===== src/design/dtm_pkg.sv =====
// ----------------------------------------------------------------------------
// dtm_pkg: shared types and constants of the dual trimmed-mean OCV selector
// Sizes of the accumulators, item layouts, status codes and register indexes.
// ----------------------------------------------------------------------------
package dtm_pkg;

  localparam int unsigned MaxGroupSamples = 16;
  localparam int unsigned SampleW = 16;
  localparam int unsigned TallyW = $clog2(MaxGroupSamples + 1);
  localparam int unsigned TotalW = SampleW + TallyW;
  localparam int unsigned DivCntW = $clog2(TotalW);
  localparam int unsigned MinTally = 3;

  localparam int unsigned CfgIndexW = 2;
  localparam logic [CfgIndexW-1:0] CfgMeanDiff = 2'd0;
  localparam logic [CfgIndexW-1:0] CfgSpread = 2'd1;

  localparam logic [SampleW-1:0] MeanDiffReset = 16'h0029;
  localparam logic [SampleW-1:0] SpreadReset = 16'h0200;

  typedef enum logic [1:0] {
    STATUS_OK          = 2'd0,
    STATUS_LARGE_FEW   = 2'd1,
    STATUS_SMALL_FEW   = 2'd2,
    STATUS_OVERFLOW    = 2'd3
  } status_e;

  typedef struct packed {
    logic [SampleW-1:0] sample;
    logic               group;
    logic               end_of_set;
  } in_item_t;

  typedef struct packed {
    logic [SampleW-1:0] voltage_estimate;
    logic               used_small;
    status_e            status;
  } out_item_t;

  typedef struct packed {
    logic [SampleW-1:0] minimum;
    logic [SampleW-1:0] maximum;
    logic [TotalW-1:0]  total;
    logic [TallyW-1:0]  tally;
  } group_acc_t;

  // Everything the back end needs to finish one set.
  typedef struct packed {
    group_acc_t large_grp;
    group_acc_t small_grp;
    logic       overflow;
  } job_t;

endpackage


===== src/design/dtm_front.sv =====
// ----------------------------------------------------------------------------
// dtm_front: per-sample accumulation
// Keeps min, max, sum and count of both groups and hands a finished set to the
// job queue on the end-of-set sample, then clears for the next set.
// ----------------------------------------------------------------------------
module dtm_front (
  input  logic              clk_i,
  input  logic              rst_ni,
  input  logic              accept_i,
  input  dtm_pkg::in_item_t item_i,
  output logic              job_push_o,
  output dtm_pkg::job_t     job_o
);

  localparam dtm_pkg::group_acc_t AccReset = '{
    minimum: '1, maximum: '0, total: '0, tally: '0
  };

  dtm_pkg::group_acc_t large_q, large_d, small_q, small_d;
  logic                overflow_q, overflow_d;
  dtm_pkg::group_acc_t sel_acc, upd_acc;
  logic                sel_full;

  always_comb begin
    sel_acc  = item_i.group ? small_q : large_q;
    sel_full = (sel_acc.tally >= dtm_pkg::TallyW'(dtm_pkg::MaxGroupSamples));
    upd_acc  = sel_acc;
    if (!sel_full) begin
      if (item_i.sample < sel_acc.minimum) upd_acc.minimum = item_i.sample;
      if (item_i.sample > sel_acc.maximum) upd_acc.maximum = item_i.sample;
      upd_acc.total = sel_acc.total + dtm_pkg::TotalW'(item_i.sample);
      upd_acc.tally = sel_acc.tally + dtm_pkg::TallyW'(1);
    end
  end

  always_comb begin
    large_d    = large_q;
    small_d    = small_q;
    overflow_d = overflow_q;
    if (accept_i) begin
      if (item_i.group) begin
        small_d = upd_acc;
      end else begin
        large_d = upd_acc;
      end
      overflow_d = overflow_q | sel_full;
    end
  end

  assign job_push_o = accept_i & item_i.end_of_set;
  assign job_o      = '{large_grp: large_d, small_grp: small_d, overflow: overflow_d};

  always_ff @(posedge clk_i or negedge rst_ni) begin
    if (!rst_ni) begin
      large_q    <= AccReset;
      small_q    <= AccReset;
      overflow_q <= 1'b0;
    end else if (job_push_o) begin
      large_q    <= AccReset;
      small_q    <= AccReset;
      overflow_q <= 1'b0;
    end else begin
      large_q    <= large_d;
      small_q    <= small_d;
      overflow_q <= overflow_d;
    end
  end

endmodule


===== src/design/dtm_job_fifo.sv =====
// ----------------------------------------------------------------------------
// dtm_job_fifo: two-entry queue of finished sets
// Decouples sample accumulation from the division and selection back end.
// ----------------------------------------------------------------------------
module dtm_job_fifo (
  input  logic          clk_i,
  input  logic          rst_ni,
  input  logic          push_i,
  input  dtm_pkg::job_t job_i,
  output logic          full_o,
  input  logic          pop_i,
  output logic          empty_o,
  output dtm_pkg::job_t job_o
);

  dtm_pkg::job_t mem_q [2];
  logic          wr_ptr_q, rd_ptr_q;
  logic [1:0]    count_q;
  logic          do_push, do_pop;

  assign full_o  = (count_q == 2'd2);
  assign empty_o = (count_q == 2'd0);
  assign do_push = push_i & ~full_o;
  assign do_pop  = pop_i & ~empty_o;
  assign job_o   = mem_q[rd_ptr_q];

  always_ff @(posedge clk_i) begin
    if (do_push) begin
      mem_q[wr_ptr_q] <= job_i;
    end
  end

  always_ff @(posedge clk_i or negedge rst_ni) begin
    if (!rst_ni) begin
      wr_ptr_q <= 1'b0;
      rd_ptr_q <= 1'b0;
      count_q  <= 2'd0;
    end else begin
      if (do_push) wr_ptr_q <= ~wr_ptr_q;
      if (do_pop) rd_ptr_q <= ~rd_ptr_q;
      if (do_push && !do_pop) begin
        count_q <= count_q + 2'd1;
      end else if (do_pop && !do_push) begin
        count_q <= count_q - 2'd1;
      end
    end
  end

endmodule


===== src/design/dtm_back.sv =====
// ----------------------------------------------------------------------------
// dtm_back: trimmed means, selection and result queue
// Checks the counts, runs the large and any small trimmed-mean division (none
// for an error set) through one restoring divider that retires one quotient
// bit per cycle, selects the estimate and holds results in a two-entry queue.
// ----------------------------------------------------------------------------
module dtm_back (
  input  logic                        clk_i,
  input  logic                        rst_ni,
  input  logic                        job_empty_i,
  input  dtm_pkg::job_t               job_i,
  output logic                        job_pop_o,
  input  logic [dtm_pkg::SampleW-1:0] mean_diff_i,
  input  logic [dtm_pkg::SampleW-1:0] spread_limit_i,
  input  logic                        pop_i,
  output logic                        empty_o,
  output dtm_pkg::out_item_t          result_o
);

  localparam int unsigned RemW = dtm_pkg::TallyW + 1;

  typedef enum logic [3:0] {
    S_IDLE = 4'b0001,
    S_LDIV = 4'b0010,
    S_SDIV = 4'b0100,
    S_OUT  = 4'b1000
  } back_state_e;

  back_state_e                  state_q, state_d;
  dtm_pkg::job_t                job_q;
  dtm_pkg::status_e             status_q, status_d;
  logic [dtm_pkg::SampleW-1:0]  lm_q, sm_q;
  logic [dtm_pkg::TotalW-1:0]   quo_q, quo_d;
  logic [RemW-1:0]              rem_q, rem_d;
  logic [dtm_pkg::TallyW-1:0]   div_q, div_d;
  logic [dtm_pkg::DivCntW-1:0]  cnt_q, cnt_d;

  logic [RemW-1:0]              shifted, rem_step;
  logic                         ge;
  logic [dtm_pkg::TotalW-1:0]   quo_step;

  logic [dtm_pkg::SampleW-1:0]  diff, spread;
  logic                         pick_large;
  dtm_pkg::out_item_t           res_new;

  // Result queue.
  dtm_pkg::out_item_t           res_mem_q [2];
  logic                         res_wr_q, res_rd_q;
  logic [1:0]                   res_cnt_q;
  logic                         res_full, res_push, res_pop;

  // One restoring division step.
  always_comb begin
    shifted  = {rem_q[dtm_pkg::TallyW-1:0], quo_q[dtm_pkg::TotalW-1]};
    ge       = (shifted >= {1'b0, div_q});
    rem_step = ge ? (shifted - {1'b0, div_q}) : shifted;
    quo_step = {quo_q[dtm_pkg::TotalW-2:0], ge};
  end

  always_comb begin
    status_d = dtm_pkg::STATUS_OK;
    if (job_i.overflow) begin
      status_d = dtm_pkg::STATUS_OVERFLOW;
    end else if (job_i.large_grp.tally < dtm_pkg::TallyW'(dtm_pkg::MinTally)) begin
      status_d = dtm_pkg::STATUS_LARGE_FEW;
    end else if (job_i.small_grp.tally != '0 &&
                 job_i.small_grp.tally < dtm_pkg::TallyW'(dtm_pkg::MinTally)) begin
      status_d = dtm_pkg::STATUS_SMALL_FEW;
    end
  end

  // Selection between the two means.
  always_comb begin
    diff       = (lm_q > sm_q) ? (lm_q - sm_q) : (sm_q - lm_q);
    spread     = job_q.large_grp.maximum - job_q.large_grp.minimum;
    pick_large = (sm_q == '0) || ((diff > mean_diff_i) && (spread < spread_limit_i));
    res_new.status = status_q;
    if (status_q != dtm_pkg::STATUS_OK) begin
      res_new.voltage_estimate = '0;
      res_new.used_small       = 1'b0;
    end else begin
      res_new.voltage_estimate = pick_large ? lm_q : sm_q;
      res_new.used_small       = ~pick_large;
    end
  end

  always_comb begin
    state_d   = state_q;
    quo_d     = quo_q;
    rem_d     = rem_q;
    div_d     = div_q;
    cnt_d     = cnt_q;
    job_pop_o = 1'b0;
    res_push  = 1'b0;
    case (state_q)
      S_IDLE: begin
        if (!job_empty_i) begin
          job_pop_o = 1'b1;
          rem_d     = '0;
          cnt_d     = dtm_pkg::DivCntW'(dtm_pkg::TotalW - 1);
          quo_d     = job_i.large_grp.total
                      - dtm_pkg::TotalW'(job_i.large_grp.minimum)
                      - dtm_pkg::TotalW'(job_i.large_grp.maximum);
          div_d     = job_i.large_grp.tally - dtm_pkg::TallyW'(2);
          state_d   = (status_d == dtm_pkg::STATUS_OK) ? S_LDIV : S_OUT;
        end
      end
      S_LDIV: begin
        quo_d = quo_step;
        rem_d = rem_step;
        cnt_d = cnt_q - dtm_pkg::DivCntW'(1);
        if (cnt_q == '0) begin
          if (job_q.small_grp.tally != '0) begin
            rem_d   = '0;
            cnt_d   = dtm_pkg::DivCntW'(dtm_pkg::TotalW - 1);
            quo_d   = job_q.small_grp.total
                      - dtm_pkg::TotalW'(job_q.small_grp.minimum)
                      - dtm_pkg::TotalW'(job_q.small_grp.maximum);
            div_d   = job_q.small_grp.tally - dtm_pkg::TallyW'(2);
            state_d = S_SDIV;
          end else begin
            state_d = S_OUT;
          end
        end
      end
      S_SDIV: begin
        quo_d = quo_step;
        rem_d = rem_step;
        cnt_d = cnt_q - dtm_pkg::DivCntW'(1);
        if (cnt_q == '0) state_d = S_OUT;
      end
      S_OUT: begin
        if (!res_full) begin
          res_push = 1'b1;
          state_d  = S_IDLE;
        end
      end
      default: state_d = S_IDLE;
    endcase
  end

  always_ff @(posedge clk_i or negedge rst_ni) begin
    if (!rst_ni) begin
      state_q <= S_IDLE;
    end else begin
      state_q <= state_d;
    end
  end

  // Datapath registers carry no reset.
  always_ff @(posedge clk_i) begin
    quo_q <= quo_d;
    rem_q <= rem_d;
    div_q <= div_d;
    cnt_q <= cnt_d;
    if (job_pop_o) begin
      job_q    <= job_i;
      status_q <= status_d;
    end
    if (state_q == S_LDIV && cnt_q == '0) begin
      lm_q <= quo_step[dtm_pkg::SampleW-1:0];
      sm_q <= '0;
    end
    if (state_q == S_SDIV && cnt_q == '0) begin
      sm_q <= quo_step[dtm_pkg::SampleW-1:0];
    end
  end

  assign res_full = (res_cnt_q == 2'd2);
  assign empty_o  = (res_cnt_q == 2'd0);
  assign res_pop  = pop_i & ~empty_o;
  assign result_o = res_mem_q[res_rd_q];

  always_ff @(posedge clk_i) begin
    if (res_push) begin
      res_mem_q[res_wr_q] <= res_new;
    end
  end

  always_ff @(posedge clk_i or negedge rst_ni) begin
    if (!rst_ni) begin
      res_wr_q  <= 1'b0;
      res_rd_q  <= 1'b0;
      res_cnt_q <= 2'd0;
    end else begin
      if (res_push) res_wr_q <= ~res_wr_q;
      if (res_pop) res_rd_q <= ~res_rd_q;
      if (res_push && !res_pop) begin
        res_cnt_q <= res_cnt_q + 2'd1;
      end else if (res_pop && !res_push) begin
        res_cnt_q <= res_cnt_q - 2'd1;
      end
    end
  end

endmodule


===== src/design/dual_trimmed_mean_ocv_select_unit.sv =====
// ----------------------------------------------------------------------------
// dual_trimmed_mean_ocv_select_unit: dual-group trimmed-mean OCV selector
// Samples are accumulated one per cycle; the end-of-set sample starts the
// trimmed-mean divisions and selection that produce one result per set.
// ----------------------------------------------------------------------------
// Throughput: one sample per cycle while the two-entry set queue has room.
// A result reaches the result ports after the one-bit-per-cycle divider, which
// serves the large and then any small group in turn, has finished its set; an
// error set skips the divider and goes straight on to the result queue.
// Reset clears the accumulators, both queues and the back-end state, and loads
// the registers with their defaults. No clearing pass is needed.
module dual_trimmed_mean_ocv_select_unit (
  input  logic                          clk_i,
  input  logic                          rst_ni,
  input  logic                          push,
  output logic                          full,
  input  dtm_pkg::in_item_t             item_i,
  input  logic                          pop,
  output logic                          empty,
  output dtm_pkg::out_item_t            result_o,
  input  logic                          cfg_valid_i,
  output logic                          cfg_ready_o,
  input  logic [dtm_pkg::CfgIndexW-1:0] cfg_index_i,
  input  logic [dtm_pkg::SampleW-1:0]   cfg_data_i
);

  logic [dtm_pkg::SampleW-1:0] mean_diff_q, spread_limit_q;
  logic                        accept, job_push, job_pop, job_empty;
  dtm_pkg::job_t               job_in, job_out;

  assign cfg_ready_o = 1'b1;
  assign accept      = push & ~full;

  always_ff @(posedge clk_i or negedge rst_ni) begin
    if (!rst_ni) begin
      mean_diff_q    <= dtm_pkg::MeanDiffReset;
      spread_limit_q <= dtm_pkg::SpreadReset;
    end else if (cfg_valid_i) begin
      case (cfg_index_i)
        dtm_pkg::CfgMeanDiff: mean_diff_q    <= cfg_data_i;
        dtm_pkg::CfgSpread:   spread_limit_q <= cfg_data_i;
        default: ;
      endcase
    end
  end

  dtm_front u_front (
    .clk_i      (clk_i),
    .rst_ni     (rst_ni),
    .accept_i   (accept),
    .item_i     (item_i),
    .job_push_o (job_push),
    .job_o      (job_in)
  );

  dtm_job_fifo u_job_fifo (
    .clk_i   (clk_i),
    .rst_ni  (rst_ni),
    .push_i  (job_push),
    .job_i   (job_in),
    .full_o  (full),
    .pop_i   (job_pop),
    .empty_o (job_empty),
    .job_o   (job_out)
  );

  dtm_back u_back (
    .clk_i          (clk_i),
    .rst_ni         (rst_ni),
    .job_empty_i    (job_empty),
    .job_i          (job_out),
    .job_pop_o      (job_pop),
    .mean_diff_i    (mean_diff_q),
    .spread_limit_i (spread_limit_q),
    .pop_i          (pop),
    .empty_o        (empty),
    .result_o       (result_o)
  );

endmodule


===== config.mk =====
export PLATFORM = sky130hd
export DESIGN_NAME = dual_trimmed_mean_ocv_select_unit
export DESIGN_NICKNAME = d
export VERILOG_FILES = /design/src/design/dtm_pkg.sv /design/src/design/dtm_front.sv /design/src/design/dtm_job_fifo.sv /design/src/design/dtm_back.sv /design/src/design/dual_trimmed_mean_ocv_select_unit.sv
export SDC_FILE = /design/constraint.sdc
export NUM_CORES = 1
export LEC_CHECK = 0
export ABC_AREA = 1
export BUFFER_PORTS_ARGS = -buffer_cell sky130_fd_sc_hd__buf_2
export CORE_MARGIN = 3
export CORE_UTILIZATION = 64
export CTS_CLUSTER_DIAMETER = 120
export CTS_CLUSTER_SIZE = 20
export DETAILED_ROUTE_END_ITERATION = 7
export HOLD_SLACK_MARGIN = 0.08
export PLACE_DENSITY = 0.81
export SYNTH_ARGS = -nofsm -noshare
export SYNTH_HDL_FRONTEND = slang
export SYNTH_SLANG_ARGS = --single-unit

===== constraint.sdc =====
create_clock -name clk_i -period 8.4 [get_ports clk_i]
set_input_delay 0.84 -clock clk_i [delete_from_list [all_inputs] [get_ports clk_i]]
set_output_delay 0.84 -clock clk_i [all_outputs]
set_load 0.01 [all_outputs]

# Yosys cells after proc, flatten, opt, wreduce, memory -nomap -nowiden
# Memories as Yosys holds them, arrays and structs flattened.
# Index checks and enable logic that the tools add are counted.
# op_classes
n_lt_le_gt_ge,9
eq_ne,12
n_mux,56
bitwise,14
reduce_logical,32
n_addsub,17
# op_table
operator,count
2-to-1 mux 58 bit,8
2-to-1 mux 16 bit,6
subtractor 21 x 16 -> 21 bit,4
2-to-1 mux 21 bit,3
one-hot mux 21 bit (3 select lines),1
2-to-1 mux 5 bit,10
> comparator 16 bit,3
subtractor 16 bit,3
less-than comparator 16 bit,2
one-hot mux 5 bit (3 select lines),2
2-to-1 mux 4 bit,6
adder 21 x 16 -> 21 bit,1
2-to-1 mux 17 bit,1
zero test 16 bit,1
one-hot mux 4 bit (4 select lines),1
2-to-1 mux 2 bit,7
less-than comparator 5 x 2 -> 1 bit (second input constant),2
2-to-1 mux 1 bit,10
one-hot mux 5 bit (2 select lines),1
nonzero test 2 bit,5
nonzero test 5 bit,2
subtractor 5 x 2 -> 5 bit (second input constant),2
logical AND 1 bit,8
zero test 2 bit,4
24 further kinds,47
# word_totals
mem_bits_rw,272
inputBits,41
out_inout_bits,22
ff_bits,321
n_memories,2
elab_cells,173
# memory_table
name,words,width,rd,rd_ports_with_merged_regs,wr,line_no,rtl
u_job_fifo.mem_q,2,117,1,0,1,dtm_job_fifo.sv:16,dtm_pkg::job_t mem_q [2];
u_back.res_mem_q,2,19,1,0,1,dtm_back.sv:47,dtm_pkg::out_item_t res_mem_q [2];

# Depth between registers and ports, before layout
# An unclocked memory read counts as a cell.
# depth
ltp_word,10
mapped_depth,29

# Cells and area by module
# Synthesis repeated with hierarchy kept, for this count alone.
# unflattened
cells_unflattened,3967
area_unflattened_um2,33814.9
# by_module_without_submodules
module,seq_area_each_um2,cells_each,instances,area_each_um2
dtm_back,6147.1,1805,1,14841.7
dtm_front,2967.8,1374,1,8893.5
dtm_job_fifo,7126.8,642,1,8707.1
dual_trimmed_mean_ocv_select_unit,805.8,146,1,1372.6

# Worst setup path after synthesis
# Ideal clock, no wire load.
# synth_timing
path_type,input to register
from,input push
to,"memory u_job_fifo.mem_q[0][0] (netlist name), enable pin"
arrival_ps,6134
stages,5
path_buffers,1
setup_ps,595
setup_slack_ps,1671
cell_sequence,o21ai_1 inv_1 nand2_1 clkbuf_1 nor2_1
# synth_via
elab_chain_len,5
# synth_rtl
item,line_no,rtl
"start, declared",dual_trimmed_mean_ocv_select_unit.sv:15,"input logic push,"
bitwise AND 1 bit,dual_trimmed_mean_ocv_select_unit.sv:32,assign accept = push & ~full;
bitwise AND 1 bit,dtm_front.sv:50,assign job_push_o = accept_i & item_i.end_of_set;
bitwise AND 1 bit,dtm_job_fifo.sv:23,assign do_push = push_i & ~full_o;
2-to-1 mux 1 bit,dtm_job_fifo.sv:28,if (do_push) begin
2-to-1 mux 1 bit (implied by the code),dtm_job_fifo.sv:29,mem_q[wr_ptr_q] <= job_i;
"end, declared",dtm_job_fifo.sv:16,
# No other way between the ends.

==> out/results.txt <==
post-DP HPWL: 58.26 mm
htree depth: 2
total CTS buffers: 35
Max-slew headroom: 0.3181
Distinct cells, synth: 55
Worst-Margin Slew: 1020 ps
sequential element share of the synthesized area: 0.5218
Critical Path Source Type: flop
Post-synth EDFFs: 432
fmax: 199.0 MHz
fin crit period: 5026 ps
RSZ-0062 raised after global routing: no
fin. max-slew vios: 0
final hold vios: 0
number of post-CTS setup repair buffers: 0
Clock Path Buffers: 3
worst-path fanout max: 17
Hold Worst Slack: 210.4 ps
crit share post-route: 0.5983
post-route ant nets: 0
drt pass-1 iters: 6
Core Util, Final: 0.6873
Setup CP Type: reg -> reg
TritonCTS clock tree: yes
total core area: 0.05027 mm2
Hold Path Class: in -> async
met3 WL: 6.304 mm
GPL Wtd Cong: 0.9872
DR vias: 24890
Die Area: 0.05380 mm2
synthesized instance count: 3641
vias in the first global route: 23610
Setup TNS: 0 ps
Setup-failing EPs final: 0
CP required: 8730 ps
kind of end point of the critical path: flop
VDD IR max: 0.2708 mV
post-route setup slack: 3374 ps
GRT Util Overall: 0.2984
Hold Buf Count CTS: 0
area of the multi-input gates: 0.01324 mm2
Initial Util: 0.6499
largest net degree at the start of global routing: 76
DRC Markers: 0
CTS Sinks: 593
Pleak: 15.79 nW
fraction of layout cells with a size suffix above 1: 0.07747
Syn Area/Cell: 8.973 um2
skew final: 24.11 ps
DIE WIDTH: 231.9 um
CTS Root Cell: clkbuf_16
grt total ovfl: 0
Ports: 63
Max Used Layer: met5
Synth Register Bits: 593
pwr/cell area: 436.7 mW/mm2
DR WL met2: 37.98 mm
Worst-path clk slew: 90 ps
status: completed
PostCTS Resize Cnt: 0
Reg area: 0.01705 mm2
max cap viols: 0
I/O Buffers: 61
vias per cell: 5.720
fin nets: 3901
drt initial violations: 2650
Mapped Area: 0.03267 mm2
top_reg_cell synth: edfxtp_1
die height: 231.9 um
met1 WL: 32.68 mm
wire length of the first global-routing pass: 125.6 mm
final WL: 79.73 mm
Synth warnings: 0
Ant. Diodes: 0
asr flop ratio synth: 0.2715
crit path DAT: 5360 ps
Clock Latency Late Sink: 580 ps
Syn-to-layout area delta: 5.752%
initial antenna violation count: 1
Net Count, Synth: 3889
fillers: 3984
Place WS: 3428 ps
WL/cell: 18.32 um
Site Rows: 82
==> Yosys cell counts, drive strengths merged, types with 6 or more instances <==
library cell  instances  area, um2
a21oi               182      929.7
o21a                  6      45.04
nand2              1043       3975
inv                 502       1887
nand4                16      100.1
nor3                 17      96.35
ha                  170       2127
buf                  54      316.6
dfstp                37      972.2
a21o                 18      135.1
fa                   37      740.7
o21ai               258       1299
or2                  84      525.5
clkbuf               57      215.2
nor4                 10      68.81
and2                 17      106.4
edfxtp              432      12970
nor2                212      803.3
nand3b               11      82.58
xor2                 49      429.2
o211ai               12      90.09
o21bai               10      78.82
nand3               237       1186
xnor2                18      157.7
dfrtp               124       3103
==> flip-flops by register name, summed over array words and instances (netlist names), 2 cells and up <==
| signal | cells |
|---|---|
| spread_limit_q | 16 |
| u_back.res_cnt_q | 2 |
| u_back.job_q | 90 |
| u_back.state_q | 4 |
| u_back.div_q | 5 |
| u_front.large_q | 58 |
| u_back.rem_q | 5 |
| u_back.cnt_q | 5 |
| u_back.lm_q | 16 |
| u_job_fifo.count_q | 2 |
| u_back.sm_q | 16 |
| u_back.status_q | 2 |
| u_front.small_q | 58 |
| u_back.quo_q | 21 |
| mean_diff_q | 16 |
| u_back.res_mem_q | 38 |
| u_job_fifo.mem_q | 234 |
==> worst max-delay path: stages (launching register included) <==
cell,delay (ps)
edfxtp_1,460
inv_1,90
ha_1,140
inv_1,70
fa_1,460
nand2_1,100
nand2_2,80
a21oi_4,200
o21bai_2,100
nand2_1,70
nand3_1,80
nand2_2,290
inv_2,190
nand2_1,90
nand2_1,60
inv_1,50
ha_1,230
nand2_1,90
nor2_1,60
nand2_1,100
nor2_1,60
nor3_1,170
nand3_1,580
nand2_2,550
nand2_1,90
a21oi_1,310
==> final timing paths <==
path                                                to             from  cells past startpoint  slack, ps
max in group asynchronous          u_job_fifo.rd_ptr_q           rst_ni                      2       6810
worst max register to register  u_back.res_mem_q[0][7]   u_back.lm_q[0]                     25       3370
min in group clk_i                      u_back.lm_q[1]  u_back.quo_q[0]                      0        460
worst max-delay path            u_back.res_mem_q[0][7]   u_back.lm_q[0]                     25       3370
worst min-delay path               u_front.large_q[17]           rst_ni                      1        210
worst min register to register          u_back.lm_q[1]  u_back.quo_q[0]                      0        460
==> logic make-up (layout without fill, tap and decap cells) <==
kind of cell | Yosys count | in the layout | share of synthesized area
mux | 5 | 5 | 0.001532
xor+xnor | 67 | 67 | 0.01796
buf+inv | 614 | 652 | 0.07414
fa+ha+maj | 207 | 207 | 0.08778
other cells | 1 | 1 | 0.0001148
flops | 593 | 593 | 0.5218
compound gates | 503 | 503 | 0.08330
simple gates | 1651 | 1651 | 0.2134
==> power breakdown <==
part / internal (mW) / switching (mW) / total (mW)
Clock: 0.833 / 0.934 / 1.77
Sequential: 4.57 / 0.416 / 4.98
Combinational: 2.77 / 5.57 / 8.34
Total: 8.17 / 6.92 / 15.1
==> layer usage <==
layer,up-vias,global-route usage
met5,-,0
met1,11700,0.4070
li1,11920,-
met4,2,0.1017
met2,1084,0.4951
met3,185,0.04342
==> placed cells by master (no fill, tap or decap), types with 76 or more instances in the layout <==
cell | netlist | layout
nand2_1 | 1023 | 1022
inv_1 | 492 | 491
edfxtp_1 | 432 | 432
nand3_1 | 237 | 237
o21ai_0 | 230 | 230
nor2_1 | 209 | 206
a21oi_1 | 179 | 179
ha_1 | 170 | 170
dfrtp_1 | 124 | 123
or2_2 | 76 | 76
==> metrics by stage <==
step	power [mW]	std cells	cell area [um2]
after detailed placement	13.19	4288	33520
after global routing	16.25	4351	34550
after global placement	12.98	4288	33520
final	15.09	4351	34550
after CTS	14.97	4351	34550
after floorplan	10.83	3641	32670
==> cell type report <==
class | instances | share of cell area
Inverter | 503 | 0.05475
Tap cell | 672 | 0.02434
Sequential cell | 593 | 0.4935
Timing Repair Buffer | 86 | 0.01445
Multi-Input combinational cell | 2434 | 0.3832
Clock buffer | 62 | 0.02951
Clock inverter | 1 | 0.0002535
Note: power is estimated with default switching activity, not from simulation.
